--- config.mk ---
export PLATFORM = sky130hd
export DESIGN_NAME = checksum_frame_deframer_unit_flat
export DESIGN_NICKNAME = d
export VERILOG_FILES = /design/src/hw/rtl/cfd_pkg.sv /design/src/hw/rtl/cfd_intf.sv /design/src/hw/rtl/checksum_frame_deframer_unit.sv /design/src/hw/rtl/cfd_front.sv /design/src/hw/rtl/cfd_queue.sv /design/src/hw/rtl/cfd_back.sv /design/src/flat_wrapper.sv
export SDC_FILE = /design/constraint.sdc
export NUM_CORES = 1
export LEC_CHECK = 0
export BUFFER_PORTS_ARGS = -buffer_cell sky130_fd_sc_hd__buf_4
export CORE_MARGIN = 8
export CORE_UTILIZATION = 40
export DETAILED_ROUTE_END_ITERATION = 8
export GPL_TIMING_DRIVEN = 0
export PLACE_DENSITY = 0.58
export SLEW_MARGIN = 20
export SYNTH_ARGS = -nofsm -noshare
export SYNTH_HDL_FRONTEND = slang
export SYNTH_SLANG_ARGS = --single-unit
export TNS_END_PERCENT = 30
--- constraint.sdc ---
create_clock -name clk_i -period 5 [get_ports clk_i]
set_input_delay 0.75 -clock clk_i [delete_from_list [all_inputs] [get_ports clk_i]]
set_output_delay 0.75 -clock clk_i [all_outputs]
set_load 0.05 [all_outputs]
--- src/hw/rtl/cfd_pkg.sv ---
package cfd_pkg;

  // Depth of the queue between the parser and the result stage.
  localparam int unsigned QueueDepth = 2;

  localparam int unsigned ByteW  = 8;
  localparam int unsigned WordW  = 16;
  localparam int unsigned StatusW = 2;

  // Kind of a result item.
  typedef enum logic {
    KindByte = 1'b0,
    KindEnd  = 1'b1
  } kind_e;

  // Frame status codes.
  localparam logic [StatusW-1:0] StatusGood     = 2'd0;
  localparam logic [StatusW-1:0] StatusSumError = 2'd1;
  localparam logic [StatusW-1:0] StatusUnknown  = 2'd2;

  // Command codes the link understands.
  localparam logic [WordW-1:0] CmdZero  = 16'h0000;
  localparam logic [WordW-1:0] CmdOne   = 16'h0001;
  localparam logic [WordW-1:0] CmdTwo   = 16'h0002;
  localparam logic [WordW-1:0] CmdThree = 16'h0003;
  localparam logic [WordW-1:0] CmdFive  = 16'h0005;

  // One classified item as the parser hands it to the result stage.
  typedef struct packed {
    kind_e             kind;
    logic [ByteW-1:0]  data;
    logic [WordW-1:0]  index;
    logic [WordW-1:0]  command;
    logic              sum_bad;
  } item_t;

  function automatic logic is_known_cmd(input logic [WordW-1:0] cmd);
    is_known_cmd = (cmd == CmdZero) || (cmd == CmdOne) || (cmd == CmdTwo) ||
                   (cmd == CmdThree) || (cmd == CmdFive);
  endfunction

endpackage

--- src/hw/rtl/cfd_intf.sv ---
interface cfd_rx_if;
  logic       valid;
  logic       ready;
  logic [7:0] rx_byte;

  modport source (output valid, output rx_byte, input ready);
  modport sink (input valid, input rx_byte, output ready);
endinterface

interface cfd_cfg_if;
  logic        valid;
  logic        ready;
  logic [15:0] frame_header;

  modport source (output valid, output frame_header, input ready);
  modport sink (input valid, input frame_header, output ready);
endinterface

interface cfd_res_if;
  logic        valid;
  logic        ready;
  logic [0:0]  result_kind;
  logic [7:0]  payload_byte;
  logic [15:0] byte_index;
  logic [15:0] command;
  logic [1:0]  frame_status;
  logic [0:0]  last;

  modport source (output valid, output result_kind, output payload_byte,
                  output byte_index, output command, output frame_status,
                  output last, input ready);
  modport sink (input valid, input result_kind, input payload_byte,
                input byte_index, input command, input frame_status,
                input last, output ready);
endinterface

--- src/hw/rtl/checksum_frame_deframer_unit.sv ---
// Frame deframer for a byte-serial link with an additive 8-bit checksum.
// The rx_i channel carries one received link byte per item. The parser looks
// for the configured 16-bit little-endian header, then reads a command word,
// a payload length and the payload, and closes the frame at the checksum
// byte. Every payload byte leaves on res_o as one item with its command and
// its index; the checksum byte leaves as an end-of-frame item with a status
// (good, checksum mismatch, or unknown command). Header, command and length
// bytes produce no item. The cfg_i channel writes the expected header; it is
// always ready and should only be written while the block is idle.
// Throughput is one byte per cycle while the queue has room. A payload or
// checksum byte is written into the queue when it is accepted and moves from
// there into the output register, which drives its item on res_o.
// At reset the parser hunts for the first header byte, the
// header register is zero and the queue and output register are empty.
// When the receiver holds res_o.ready low, the output register keeps its item
// and the two-entry queue fills; once it is full rx_i.ready drops and stays
// low until the receiver takes an item again.
module checksum_frame_deframer_unit #(
  parameter int unsigned QueueDepth = cfd_pkg::QueueDepth
) (
  input  logic       clk_i,
  input  logic       rst_ni,
  cfd_rx_if.sink     rx_i,
  cfd_cfg_if.sink    cfg_i,
  cfd_res_if.source  res_o
);

  logic [cfd_pkg::WordW-1:0] header_q;
  logic                      push;
  logic                      push_ready;
  logic                      pop;
  logic                      pop_valid;
  cfd_pkg::item_t            push_item;
  cfd_pkg::item_t            pop_item;

  // The header register takes a write in any cycle; the parser sees the new
  // value at its next header comparison.
  assign cfg_i.ready = 1'b1;

  always_ff @(posedge clk_i or negedge rst_ni) begin
    if (!rst_ni) begin
      header_q <= '0;
    end else if (cfg_i.valid) begin
      header_q <= cfg_i.frame_header;
    end
  end

  // Parser: takes each byte while the queue has room and classifies it by frame phase.
  cfd_front u_front (
    .clk_i          (clk_i),
    .rst_ni         (rst_ni),
    .frame_header_i (header_q),
    .rx_valid_i     (rx_i.valid),
    .rx_byte_i      (rx_i.rx_byte),
    .rx_ready_o     (rx_i.ready),
    .push_ready_i   (push_ready),
    .push_o         (push),
    .item_o         (push_item)
  );

  // Short queue that lets the parser and the result stage stall apart.
  cfd_queue #(
    .Depth (QueueDepth)
  ) u_queue (
    .clk_i        (clk_i),
    .rst_ni       (rst_ni),
    .push_i       (push),
    .item_i       (push_item),
    .push_ready_o (push_ready),
    .pop_valid_o  (pop_valid),
    .pop_i        (pop),
    .item_o       (pop_item)
  );

  // Result stage: resolves the frame status and drives the output register.
  cfd_back u_back (
    .clk_i       (clk_i),
    .rst_ni      (rst_ni),
    .pop_valid_i (pop_valid),
    .item_i      (pop_item),
    .pop_o       (pop),
    .res_o       (res_o)
  );

endmodule

--- src/hw/rtl/cfd_front.sv ---
module cfd_front (
  input  logic                              clk_i,
  input  logic                              rst_ni,
  input  logic [cfd_pkg::WordW-1:0]         frame_header_i,
  input  logic                              rx_valid_i,
  input  logic [cfd_pkg::ByteW-1:0]         rx_byte_i,
  output logic                              rx_ready_o,
  input  logic                              push_ready_i,
  output logic                              push_o,
  output cfd_pkg::item_t                    item_o
);

  localparam logic [2:0] PhHeadLo = 3'd0;
  localparam logic [2:0] PhHeadHi = 3'd1;
  localparam logic [2:0] PhCmdLo  = 3'd2;
  localparam logic [2:0] PhCmdHi  = 3'd3;
  localparam logic [2:0] PhLenLo  = 3'd4;
  localparam logic [2:0] PhLenHi  = 3'd5;
  localparam logic [2:0] PhData   = 3'd6;
  localparam logic [2:0] PhSum    = 3'd7;

  logic [2:0]                      phase_q, phase_d;
  logic [cfd_pkg::WordW-1:0]       cmd_q, cmd_d;
  logic [cfd_pkg::WordW-1:0]       len_q, len_d;
  logic [cfd_pkg::WordW-1:0]       seen_q, seen_d;
  logic [cfd_pkg::ByteW-1:0]       sum_q, sum_d;
  logic [cfd_pkg::ByteW-1:0]       lo_q, lo_d;
  logic [cfd_pkg::WordW:0]         seen_next;
  logic [cfd_pkg::WordW-1:0]       new_len;
  logic                            accept;

  assign rx_ready_o = push_ready_i;
  assign accept     = rx_valid_i && push_ready_i;
  assign seen_next  = {1'b0, seen_q} + {{cfd_pkg::WordW{1'b0}}, 1'b1};
  assign new_len    = {rx_byte_i, lo_q};

  always_comb begin
    phase_d = phase_q;
    cmd_d   = cmd_q;
    len_d   = len_q;
    seen_d  = seen_q;
    sum_d   = sum_q;
    lo_d    = lo_q;
    push_o  = 1'b0;
    item_o.kind    = cfd_pkg::KindByte;
    item_o.data    = rx_byte_i;
    item_o.index   = seen_q;
    item_o.command = cmd_q;
    item_o.sum_bad = (rx_byte_i != sum_q);
    if (accept) begin
      unique case (phase_q)
        PhHeadLo: begin
          if (rx_byte_i == frame_header_i[7:0]) begin
            phase_d = PhHeadHi;
          end
        end
        PhHeadHi: begin
          // A repeated low header byte keeps the hunt one step in.
          priority if (rx_byte_i == frame_header_i[15:8]) begin
            phase_d = PhCmdLo;
          end else if (rx_byte_i == frame_header_i[7:0]) begin
            phase_d = PhHeadHi;
          end else begin
            phase_d = PhHeadLo;
          end
        end
        PhCmdLo: begin
          lo_d    = rx_byte_i;
          phase_d = PhCmdHi;
        end
        PhCmdHi: begin
          cmd_d   = {rx_byte_i, lo_q};
          phase_d = PhLenLo;
        end
        PhLenLo: begin
          lo_d    = rx_byte_i;
          phase_d = PhLenHi;
        end
        PhLenHi: begin
          len_d   = new_len;
          seen_d  = '0;
          sum_d   = '0;
          phase_d = (new_len == '0) ? PhSum : PhData;
        end
        PhData: begin
          push_o  = 1'b1;
          sum_d   = sum_q + rx_byte_i;
          seen_d  = seen_next[cfd_pkg::WordW-1:0];
          if (seen_next >= {1'b0, len_q}) begin
            phase_d = PhSum;
          end
        end
        PhSum: begin
          push_o      = 1'b1;
          item_o.kind = cfd_pkg::KindEnd;
          phase_d     = PhHeadLo;
        end
        default: begin
          phase_d = PhHeadLo;
        end
      endcase
    end
  end

  always_ff @(posedge clk_i or negedge rst_ni) begin
    if (!rst_ni) begin
      phase_q <= PhHeadLo;
      cmd_q   <= '0;
      len_q   <= '0;
      seen_q  <= '0;
      sum_q   <= '0;
      lo_q    <= '0;
    end else begin
      phase_q <= phase_d;
      cmd_q   <= cmd_d;
      len_q   <= len_d;
      seen_q  <= seen_d;
      sum_q   <= sum_d;
      lo_q    <= lo_d;
    end
  end

endmodule

--- src/hw/rtl/cfd_queue.sv ---
module cfd_queue #(
  parameter int unsigned Depth = cfd_pkg::QueueDepth
) (
  input  logic           clk_i,
  input  logic           rst_ni,
  input  logic           push_i,
  input  cfd_pkg::item_t item_i,
  output logic           push_ready_o,
  output logic           pop_valid_o,
  input  logic           pop_i,
  output cfd_pkg::item_t item_o
);

  localparam int unsigned PtrW = (Depth > 1) ? $clog2(Depth) : 1;
  localparam int unsigned CntW = $clog2(Depth + 1);
  localparam logic [PtrW-1:0] LastPtr = PtrW'(Depth - 1);
  localparam logic [CntW-1:0] FullCnt = CntW'(Depth);

  cfd_pkg::item_t  mem_q [Depth];
  logic [PtrW-1:0] wr_ptr_q, rd_ptr_q;
  logic [CntW-1:0] count_q;
  logic            do_push, do_pop;

  assign push_ready_o = (count_q != FullCnt);
  assign pop_valid_o  = (count_q != '0);
  assign do_push      = push_i && push_ready_o;
  assign do_pop       = pop_i && pop_valid_o;
  assign item_o       = mem_q[rd_ptr_q];

  always_ff @(posedge clk_i) begin
    if (do_push) begin
      mem_q[wr_ptr_q] <= item_i;
    end
  end

  always_ff @(posedge clk_i or negedge rst_ni) begin
    if (!rst_ni) begin
      wr_ptr_q <= '0;
      rd_ptr_q <= '0;
      count_q  <= '0;
    end else begin
      if (do_push) begin
        wr_ptr_q <= (wr_ptr_q == LastPtr) ? '0 : wr_ptr_q + 1'b1;
      end
      if (do_pop) begin
        rd_ptr_q <= (rd_ptr_q == LastPtr) ? '0 : rd_ptr_q + 1'b1;
      end
      if (do_push && !do_pop) begin
        count_q <= count_q + 1'b1;
      end else if (do_pop && !do_push) begin
        count_q <= count_q - 1'b1;
      end
    end
  end

endmodule

--- src/hw/rtl/cfd_back.sv ---
module cfd_back (
  input  logic           clk_i,
  input  logic           rst_ni,
  input  logic           pop_valid_i,
  input  cfd_pkg::item_t item_i,
  output logic           pop_o,
  cfd_res_if.source      res_o
);

  logic                          valid_q;
  logic                          load;
  logic                          is_end;
  logic [cfd_pkg::StatusW-1:0]   status;

  assign load   = pop_valid_i && (!valid_q || res_o.ready);
  assign pop_o  = load;
  assign is_end = (item_i.kind == cfd_pkg::KindEnd);

  // A checksum mismatch outranks an unknown command.
  always_comb begin
    priority if (!is_end) begin
      status = cfd_pkg::StatusGood;
    end else if (item_i.sum_bad) begin
      status = cfd_pkg::StatusSumError;
    end else if (!cfd_pkg::is_known_cmd(item_i.command)) begin
      status = cfd_pkg::StatusUnknown;
    end else begin
      status = cfd_pkg::StatusGood;
    end
  end

  always_ff @(posedge clk_i or negedge rst_ni) begin
    if (!rst_ni) begin
      valid_q <= 1'b0;
    end else if (load) begin
      valid_q <= 1'b1;
    end else if (res_o.ready) begin
      valid_q <= 1'b0;
    end
  end

  always_ff @(posedge clk_i) begin
    if (load) begin
      res_o.result_kind  <= is_end;
      res_o.payload_byte <= is_end ? '0 : item_i.data;
      res_o.byte_index   <= is_end ? '0 : item_i.index;
      res_o.command      <= item_i.command;
      res_o.frame_status <= status;
      res_o.last         <= is_end;
    end
  end

  assign res_o.valid = valid_q;

endmodule
--- src/flat_wrapper.sv ---
// flat-port wrapper written by rule: the top's interface ports become plain ports
module checksum_frame_deframer_unit_flat 
#(
  parameter int unsigned QueueDepth = cfd_pkg::QueueDepth
)
  (clk_i, rst_ni, rx_i_valid, rx_i_rx_byte, rx_i_ready, cfg_i_valid, cfg_i_frame_header, cfg_i_ready, res_o_valid, res_o_result_kind, res_o_payload_byte, res_o_byte_index, res_o_command, res_o_frame_status, res_o_last, res_o_ready);
  cfd_rx_if rx_i_i ();
  cfd_cfg_if cfg_i_i ();
  cfd_res_if res_o_i ();
  input  logic clk_i;
  input  logic rst_ni;
  input wire logic [$bits(rx_i_i.valid)-1:0] rx_i_valid;
  input wire logic [$bits(rx_i_i.rx_byte)-1:0] rx_i_rx_byte;
  output wire logic [$bits(rx_i_i.ready)-1:0] rx_i_ready;
  input wire logic [$bits(cfg_i_i.valid)-1:0] cfg_i_valid;
  input wire logic [$bits(cfg_i_i.frame_header)-1:0] cfg_i_frame_header;
  output wire logic [$bits(cfg_i_i.ready)-1:0] cfg_i_ready;
  output wire logic [$bits(res_o_i.valid)-1:0] res_o_valid;
  output wire logic [$bits(res_o_i.result_kind)-1:0] res_o_result_kind;
  output wire logic [$bits(res_o_i.payload_byte)-1:0] res_o_payload_byte;
  output wire logic [$bits(res_o_i.byte_index)-1:0] res_o_byte_index;
  output wire logic [$bits(res_o_i.command)-1:0] res_o_command;
  output wire logic [$bits(res_o_i.frame_status)-1:0] res_o_frame_status;
  output wire logic [$bits(res_o_i.last)-1:0] res_o_last;
  input wire logic [$bits(res_o_i.ready)-1:0] res_o_ready;
  assign rx_i_i.valid = rx_i_valid;
  assign rx_i_i.rx_byte = rx_i_rx_byte;
  assign rx_i_ready = rx_i_i.ready;
  assign cfg_i_i.valid = cfg_i_valid;
  assign cfg_i_i.frame_header = cfg_i_frame_header;
  assign cfg_i_ready = cfg_i_i.ready;
  assign res_o_valid = res_o_i.valid;
  assign res_o_result_kind = res_o_i.result_kind;
  assign res_o_payload_byte = res_o_i.payload_byte;
  assign res_o_byte_index = res_o_i.byte_index;
  assign res_o_command = res_o_i.command;
  assign res_o_frame_status = res_o_i.frame_status;
  assign res_o_last = res_o_i.last;
  assign res_o_i.ready = res_o_ready;
  checksum_frame_deframer_unit #(.QueueDepth(QueueDepth)) u_core (.clk_i(clk_i), .rst_ni(rst_ni), .rx_i(rx_i_i), .cfg_i(cfg_i_i), .res_o(res_o_i));
endmodule
==> reports/metrics.csv, run 1 <==
metric,value,unit
Vias,5368,
final hold violations,0,
Chip Width,169,um
Multi-input gate area,3070,um^2
crit-path cells,"ha_1, nand4_1, nor2_1, nand3_1, xnor2_1, ha_1, a21oi_1, a21oi_1, a2111oi_0, a211oi_1",
1st-pass router iterations,4,
die area,28500,um^2
synthesized instance count,642,
Die H,169,um
Synth Flop Type,edfxtp_1,
synth unique cells,62,
DR WL/cell,17.6,um
std cell rows,56,
clk_lat worst skew,0.52,ns
leading area contributor after synthesis,edfxtp_1,
kind of critical path,reg2reg,
RR Endpoint,u_core.u_front.phase_q[0],
CTS tree,built,
Leak,4.69,nW
Post-DRT Antenna Nets,0,
share of cells above drive strength 1,0.298,
H-tree Lvls,1,
Synth top cells by count,"edfxtp_1, dfrtp_1, mux2_2",
DP HPWL,13.3,mm
initial antenna violation count,0,
# hold bufs at CTS,0,
total CTS buffers,23,
status,"finished, final reports clean",
Synthesized Nets,697,
root buffer cell,clkbuf_16,
vias in the first global route,5771,
"Period Utilization, post-route",0.635,
PD cells,472,nW/um^2
FMAX,315,MHz
post-CTS sizing,0,
Register-to-Register Path Depth,10,
Hold WS,0.307,ns
initial core utilization,0.403,
Synth Register Bits,215,
crit path capture type,flop,
accumulated negative setup slack,0,ns
Overflow after GRT,0,
first-pass GRT wire length,31.1,mm
largest net degree at the start of global routing,89,
routed wire length,19.1,mm
Core Area,23200,um^2
slew of the pin with the lowest slew margin,0.830,ns
Critical Path Source Type,flop,
VDD IR max,270,uV
Critical Path Max Stage Delay,0.60,ns
DR DRC count,0,
number of enable flip-flop cells after synthesis,127,
flip-flop and latch area,6020,um^2
DRT iter0 DRCs,248,
flop2flop setup slack,1.82,ns
# setup viols final,0,
synth top area cells,"edfxtp_1, dfrtp_1, mux2_2",
Yosys warnings,0,
Max Cap Viol,0,
setup bufs post-CTS,0,
normalized max-slew margin,0.447,
post-synthesis instance area,9360,um^2
Final Critical Period,3.18,ns
Fin Clk Skew,0.0205,ns
IO Pins,76,
IO Port Bufs,73,
Nets,799,
worst r2r src,u_core.u_front.seen_q[0],
Filler cells,2000,
CP max stage cell,a2111oi_0,
post-synth top area share,0.408,
worst hold path class,in2async,
Tot GR Track Use,0.137,
Max Slew Vio Count,0,
ys async rst share,0.409,
Area Overhead vs Synth,19.3,%
"Seq/Total Area, Yosys",0.643,
WP data arrival,3.55,ns
Sink Count,215,
biggest fanout along the worst timing path,8,
drt via density,4.97,
GPL Wtd Cong,0.790,
clk slew on worst S/H paths,0.06,ns
Synth Area per Inst,14.6,um^2
most common cell in the netlist,edfxtp_1,
worst-case clock buffer depth,3,
Required @ worst endpoint,5.38,ns
RSZ-0062 raised after global routing,no,
## cell usage in the layout, fill, tap and decap left out, drive strengths merged, types with 7 or more instances in the layout
cell type,n
nor3,10
o31ai,8
nand3,22
edfxtp,127
o21ai,21
clkbuf,36
mux2i,26
a21o,7
clkinv,8
nand4,7
nor4,10
xor2,19
mux2,73
nand2,29
nor2,44
xnor2,23
ha,25
inv,26
buf,98
dfrtp,88
a21oi,15
## metal layers
layer / GRT usage / up-vias / part of all wire
met5: 0 / - / 0
met4: 0.0342 / 0 / 0.013
met3: 0.0217 / 23 / 0.057
met2: 0.233 / 127 / 0.49
met1: 0.180 / 2668 / 0.44
li1: - / 2550 / -
## state kept, by name (all words and copies together), names as in the netlist, 2 cells and up
signal,count
u_core.u_front.phase_q,3
u_core.u_back.res_o.command,16
u_core.u_front.len_q,16
u_core.u_queue.mem_q,84
u_core.header_q,16
u_core.u_back.res_o.payload_byte,8
u_core.u_back.res_o.frame_status,2
u_core.u_front.lo_q,8
u_core.u_back.res_o.byte_index,16
u_core.u_front.seen_q,16
u_core.u_queue.count_q,2
u_core.u_front.sum_q,8
u_core.u_front.cmd_q,16
## cell type report
cell class / count / share of cell area
repair buffers: 77 / 0.0593
flip-flops and latches: 215 / 0.539
clock buffers: 29 / 0.0554
well taps: 319 / 0.0358
multi-input cells: 376 / 0.275
diodes: 1 / 0.000224
clock inverters: 13 / 0.00998
plain buffers: 28 / 0.0173
inverters: 23 / 0.00774
## logic make-up (layout without fill, tap and decap cells)
family	count (synthesis)	count (layout)	share of synthesized area
DFF	215	215	0.643
buffers and inverters	51	170	0.0298
xor gates and xnor gates	42	42	0.0409
other	1	2	0.000401
muxes	99	99	0.121
AOI/OAI and AO/OA	68	68	0.0465
adders and majority gates	26	26	0.0356
and+or+nand+nor	140	140	0.0828
## power breakdown
group	switching [mW]	internal, mW	total (mW)
Combinational	0.977	0.475	1.45
Clock	0.682	0.938	1.62
Sequential	0.0785	2.12	2.20
Total	1.74	3.53	5.27
## worst max path at each step
stage,to,cells after the start,startpoint
finish,u_core.u_front.phase_q[0],10,u_core.u_front.seen_q[0]
global route,u_core.u_front.phase_q[0],10,u_core.u_front.seen_q[0]
CTS,u_core.u_front.phase_q[0],10,u_core.u_front.seen_q[0]
detailed placement,u_core.u_front.phase_q[0],10,u_core.u_front.seen_q[0]
global placement,u_core.u_queue.mem_q[0][29],6,rx_i_valid
floorplan,u_core.u_queue.mem_q[0][0],5,rx_i_valid
## through the flow
step | setup slack (ns) | util | std cells | instance area, um^2 | total power [mW]
floorplan | 1.34 | - | 642 | 9360 | 3.26
global placement | 0.0367 | 0.444 | 1034 | 10300 | 3.67
detailed placement | 1.75 | 0.450 | 1038 | 10400 | 3.72
CTS | 1.71 | 0.481 | 1080 | 11200 | 5.35
global route | 1.52 | 0.481 | 1080 | 11200 | 5.49
finish | 1.82 | 0.481 | 1081 | 11200 | 5.27
## worst max-delay path, delay by kind of cell (launching register included)
kind | cells | cell delay (ns)
compound gates | 4 | 0.99
xor+xnor | 1 | 0.25
fa+ha+maj | 2 | 0.57
flops | 1 | 0.51
simple gates | 3 | 0.70
Power figures use the tool's default switching activity.
==> run 2, diff against run 1 <==
==> constraint.sdc (replaced) <==
create_clock -name clk_i -period 2.98 [get_ports clk_i]
set_input_delay 0.447 -clock clk_i [delete_from_list [all_inputs] [get_ports clk_i]]
set_output_delay 0.447 -clock clk_i [all_outputs]
set_load 0.05 [all_outputs]
==> reports/metrics.csv, run 2 (synthesis gave the netlist of run 1 again) <==
metric,value,unit,change
Vias,5373,,+0.093%
H-tree Lvls,1,,unchanged
worst-case clock buffer depth,3,,unchanged
status,"finished, final reports clean",,
register bank with the most flops,u_core.u_queue.mem_q,,
RR Endpoint,u_core.u_front.phase_q[0],,
Layout Cells excl Fill,1089,,+0.74%
worst hold path startpoint,rx_i_rx_byte[7],,
clk_lat worst skew,0.51,ns,about the same
# setup viols final,0,,unchanged
WP data arrival,3.21,ns,-0.34 ns
die area,28500,um^2,unchanged
DRT iter0 DRCs,270,,+8.9%
Leak,4.76,nW,+1.5%
drt via density,4.93,,-0.64%
Max Cap Viol,0,,unchanged
"commonest non-fill, non-tap cell in the layout",edfxtp_1,,
worst r2r src,u_core.u_front.seen_q[6],,
largest net degree at the start of global routing,50,,-44%
Inst Count DP,1038,,unchanged
first-pass GRT wire length,30.1,mm,-3.2%
routed wire length,18.8,mm,-1.6%
vias in the first global route,5659,,-1.9%
IO Pins,76,,unchanged
uppermost routed layer,met4,,
GPL Wtd Cong,0.791,,+0.18%
worst hold endpoint,u_core.u_queue.mem_q[1][40],,
met3 wire len,991,um,-8.3%
DR DRC count,0,,unchanged
DP HPWL,13.0,mm,-2.8%
Final Critical Period,2.79,ns,-0.389 ns
std cell rows,56,,unchanged
kind of critical path,reg2reg,,
flop2flop setup slack,0.19,ns,-1.63 ns
Area Overhead vs Synth,20.7,%,
"commonest non-fill, non-tap cells in the layout","edfxtp_1, buf_4, dfrtp_1, mux2_2, nor2_1",,
Area after DPL,10400,um^2,-0.25%
initial antenna violation count,0,,unchanged
biggest fanout along the worst timing path,7,,-1
max reg flops,84,,unchanged
Core Area,23200,um^2,unchanged
metal2 WL,8.97,mm,-3.8%
normalized max-slew margin,0.577,,+0.130
Nets,808,,+1.1%
root buffer cell,clkbuf_16,,
PD cells,801,nW/um^2,+70%
Critical Path Source Type,flop,,
flip-flop and latch area,6020,um^2,+0.10%
Multi-input gate area,3090,um^2,+0.57%
accumulated negative setup slack,0,ns,unchanged
FMAX,359,MHz,+14%
"Period Utilization, post-route",0.935,,+0.300
slew of the pin with the lowest slew margin,0.630,ns,-0.200 ns
worst hold path class,in2reg,,
Chip Width,169,um,unchanged
total CTS buffers,23,,unchanged
crit path capture type,flop,,
Die H,169,um,unchanged
share of cells above drive strength 1,0.318,,+0.0199
DR WL/cell,17.2,um,-2.3%
VDD IR max,404,uV,+50%
Post-DRT Antenna Nets,0,,unchanged
Max Slew Vio Count,0,,unchanged
Antenna diodes,0,,-1
clk slew on worst S/H paths,0.07,ns,about the same
Cells on Worst Hold Path,1,,
initial core utilization,0.403,,unchanged
1st-pass router iterations,5,,+1
metal1 wirelength,8.42,mm,+0.32%
Tot GR Track Use,0.132,,-0.00504
Sink Count,215,,unchanged
Required @ worst endpoint,3.41,ns,-1.97 ns
IO Port Bufs,73,,unchanged
Register-to-Register Path Depth,11,,+1
Overflow after GRT,0,,unchanged
final hold violations,0,,unchanged
Fin Clk Skew,0.0162,ns,-0.00434 ns
Final Cell Area,11300,um^2,+1.2%
CTS tree,built,,
Final Core Density,0.487,,+0.00577
Filler cells,2017,,+0.85%
-- run 2: changes by cell type in the layout (fill, tap and decap cells not counted), moves of 2 or more --
cell,previous run,this run
buf_4,75,85
dfrtp_1,88,83
dfrtp_2,0,5
buf_12,1,4
buf_16,4,1
clkinv_2,5,2
bufinv_16,1,3
clkinv_1,3,1
-- run 2: power by group --
part	total [mW]	leakage, nW	switching [mW]	internal, mW
clock	2.95	0.381	1.17	1.78
combinational	2.41	1.99	1.62	0.792
sequential	3.68	2.39	0.126	3.55
-- run 2: metrics by stage --
stage | power (mW) | setup WS [ns] | hold slack, ns
finish | 9.04 | 0.194 | 0.131
global route | 9.42 | -0.0139 | 0.115
CTS | 9.18 | 0.0119 | 0.115
detailed placement | 6.20 | -0.169 | 0.461
global placement | 6.14 | -0.406 | 0.447
floorplan | 5.47 | 0.166 | 0.151
-- run 2: layout make-up --
| class | instances | share of cell area |
|---|---|---|
| inverter | 23 | 0.00765 |
| timing repair buffer | 87 | 0.0632 |
| clock inverter | 11 | 0.0139 |
| tap | 319 | 0.0354 |
| multi-input combinational | 376 | 0.273 |
| clock buffer | 31 | 0.0563 |
| sequential | 215 | 0.533 |
| buffer | 27 | 0.0170 |
-- run 2: timing repair --
action                                  in CTS  in global routing
buffers inserted                             0                  9
gates resized for setup                      3                  9
pin swaps                                    0                  2
hold endpoints to repair                    39                  0
endpoints found under the setup margin       1                  1
hold buffers                                 1                  0
-- run 2: routing by layer --
metal  GRT usage  vias up
met5           0        -
met4      0.0408        0
met3      0.0254       29
met2       0.221      127
met1       0.171     2649
li1            -     2568
-- run 2: critical path: stages, from the launching register on --
cell	delay (ns)
dfrtp_1	0.37
clkbuf_4	0.20
nand4_4	0.17
nor4_4	0.39
nand3_2	0.14
xnor2_1	0.16
ha_1	0.28
nand3_1	0.09
or2_2	0.33
nor3_1	0.20
o31ai_1	0.15
a211oi_1	0.21
-- run 2: how the worst max path moves through the flow --
stage                                    startpoint                          end  cells after the start
after floorplan           u_core.u_queue.count_q[0]   u_core.u_queue.mem_q[0][0]                      6
after global placement    u_core.u_queue.count_q[0]  u_core.u_queue.mem_q[0][32]                      6
after detailed placement   u_core.u_front.seen_q[0]    u_core.u_front.phase_q[0]                     10
after CTS                  u_core.u_front.seen_q[0]    u_core.u_front.phase_q[0]                     11
after global routing       u_core.u_front.seen_q[6]    u_core.u_front.phase_q[0]                     11
final                      u_core.u_front.seen_q[6]    u_core.u_front.phase_q[0]                     11
==> run 3, diff against run 2 <==
--- a/config.mk
+++ b/config.mk
@@ -5,7 +5,9 @@
 export SDC_FILE = /design/constraint.sdc
 export NUM_CORES = 1
 export LEC_CHECK = 0
+export ABC_AREA = 1
 export BUFFER_PORTS_ARGS = -buffer_cell sky130_fd_sc_hd__buf_4
+export CAP_MARGIN = 10
 export CORE_MARGIN = 8
 export CORE_UTILIZATION = 40
 export DETAILED_ROUTE_END_ITERATION = 8
==> reports/metrics.csv, run 3 <==
metric,value,unit,change
Synth top cells by count,"nand2_1, edfxtp_1, inv_1",,
Inst Count DP,1296,,+25%
Required @ worst endpoint,3.37,ns,-0.04 ns
accumulated negative setup slack,0,ns,unchanged
IO Port Bufs,73,,unchanged
routed wire length,19.3,mm,+2.8%
Post-DRT Antenna Nets,0,,unchanged
"Seq/Total Area, Yosys",0.639,,-0.00359
IO Pins,76,,unchanged
first-pass GRT wire length,31.5,mm,+4.7%
Critical Path Source Type,flop,,
Overflow after GRT,0,,unchanged
biggest fanout along the worst timing path,4,,-3
Filler cells,2190,,+8.6%
post-synthesis instance area,9410,um^2,+0.56%
ys async rst share,0.409,,unchanged
initial antenna violation count,0,,unchanged
worst-case clock buffer depth,3,,unchanged
Sink Count,215,,unchanged
Synth Register Bits,215,,unchanged
register bank with the most flops,u_core.u_queue.mem_q,,
crit path capture type,flop,,
GPL Wtd Cong,0.824,,+4.2%
FMAX,359,MHz,about the same
root buffer cell,clkbuf_16,,
most common cell in the netlist,nand2_1,,
Chip Width,169,um,+0.25%
Fin Clk Skew,0.00970,ns,-0.00647 ns
DR WL/cell,14.4,um,-17%
kind of critical path,reg2reg,,
clk_lat worst skew,0.50,ns,about the same
Max Cap Viol,0,,unchanged
normalized max-slew margin,0.454,,-0.123
total CTS buffers,23,,unchanged
final hold violations,0,,unchanged
clk slew on worst S/H paths,0.06,ns,about the same
Nets,1061,,+31%
Synth Area per Inst,10.5,um^2,-28%
"Period Utilization, post-route",0.935,,about the same
"commonest non-fill, non-tap cells in the layout","nand2_1, edfxtp_1, inv_1, dfrtp_1, buf_4",,
# hold bufs at CTS,0,,-1
WP data arrival,3.18,ns,-0.03 ns
status,"finished, final reports clean",,
share of cells above drive strength 1,0.174,,-0.144
vias in the first global route,6209,,+9.7%
leading area contributor after synthesis,edfxtp_1,,
Area Overhead vs Synth,19.6,%,
post-synth top area share,0.405,,-0.00228
RSZ-0062 raised after global routing,no,,
Yosys warnings,0,,unchanged
worst hold path class,in2async,,
Vias,6153,,+15%
"commonest non-fill, non-tap cell in the layout",nand2_1,,
DRT iter0 DRCs,346,,+28%
synth top area cells,"edfxtp_1, dfrtp_1, nand2_1",,
Final Critical Period,2.79,ns,+0.00115 ns
std cell rows,56,,unchanged
DR DRC count,0,,unchanged
number of enable flip-flop cells after synthesis,127,,unchanged
Max Slew Vio Count,0,,unchanged
Tot GR Track Use,0.136,,+0.00393
synth unique cells,43,,-31%
initial core utilization,0.404,,+0.00104
largest net degree at the start of global routing,89,,+78%
H-tree Lvls,1,,unchanged
synthesized instance count,900,,+40%
Die H,169,um,+0.25%
DP HPWL,13.9,mm,+7.6%
max reg flops,84,,unchanged
die area,28700,um^2,+0.51%
1st-pass router iterations,6,,+1
slew of the pin with the lowest slew margin,0.819,ns,+0.189 ns
Synth Flop Type,edfxtp_1,,
Synthesized Nets,955,,+37%
# setup viols final,0,,unchanged
Core Area,23300,um^2,+0.30%
CTS tree,built,,
Layout Cells excl Fill,1343,,+23%
drt via density,4.58,,-7.1%
run 3: critical path: stages (launching register included):
cell	delay (ns)
dfrtp_2	0.39
ha_1	0.19
nand2_1	0.09
nor2_4	0.16
nand3_2	0.10
nor2_2	0.17
inv_2	0.07
nor2_4	0.09
nand3_1	0.09
xor2_1	0.17
ha_1	0.30
nand2_1	0.08
nor3_1	0.18
nand3_1	0.09
nand2_1	0.08
a31oi_1	0.05
nand2_1	0.16
nand2_1	0.09
nand2_1	0.07
nand2_1	0.05
run 3: routing by layer:
metal,part of all wire,GRT usage,vias to the layer above,routed length [um]
met5,0,0,-,0
met4,0.014,0.0323,0,274
li1,-,-,3160,-
met2,0.45,0.220,108,8650
met1,0.49,0.187,2866,9440
met3,0.047,0.0263,19,913
run 3: kinds of logic after synthesis:
group,count (synthesis),synth area share
AOI/OAI and AO/OA,109,0.0632
xor gates and xnor gates,18,0.0168
adders and majority gates,26,0.0354
buffers and inverters,153,0.0636
DFF,215,0.639
muxes,11,0.0128
other,1,0.000399
and+or+nand+nor,367,0.169
run 3: what timing repair did:
item | CTS | global route
endpoints found under the setup margin | 0 | 2
hold endpoints to repair | 0 | 0
buffers inserted | 0 | 4
gates resized for setup | 0 | 7
run 3: final timing paths:
path                                          start                    endpoint  slack, ns  cells past startpoint
setup / recovery           u_core.u_front.seen_q[0]   u_core.u_front.phase_q[1]       0.19                     19
hold / removal                               rst_ni     u_core.u_front.sum_q[2]       0.03                      1
max in group asynchronous                    rst_ni    u_core.u_front.seen_q[2]       2.39                      1
hold reg to reg             u_core.u_front.cmd_q[3]  u_core.u_queue.mem_q[0][4]       0.47                      0
min in group clk_i                      res_o_ready   u_core.u_back.res_o.valid       0.13                      2
setup reg to reg           u_core.u_front.seen_q[0]   u_core.u_front.phase_q[1]       0.19                     19
run 3: area by class of cell:
type | instances | area, um^2 | area share
antenna | 1 | 2.50 | 0.000222
buffer | 25 | 118 | 0.0105
clock buffer | 32 | 649 | 0.0577
clock inverter | 10 | 75.1 | 0.00667
inverter | 128 | 480 | 0.0427
multi-input combinational | 532 | 2830 | 0.252
sequential | 215 | 6020 | 0.535
tap | 319 | 399 | 0.0355
timing repair buffer | 81 | 677 | 0.0602
run 3: through the flow:
stage	area, um^2	util	hold slack [ns]	worst slack [ns]
2_1_floorplan	9410	-	0.151	-0.489
3_3_place_gp	10400	0.445	0.450	-1.35
3_5_place_dp	10500	0.451	0.455	0.0721
4_1_cts	11200	0.482	0.0467	0.0483
5_1_grt	11200	0.484	0.0888	0.00976
6_report	11300	0.484	0.0253	0.193
Power of run 3 is left out: the tool's default activity adds up to more than one toggle a clock period on the data nets, which glitch-free logic cannot reach.
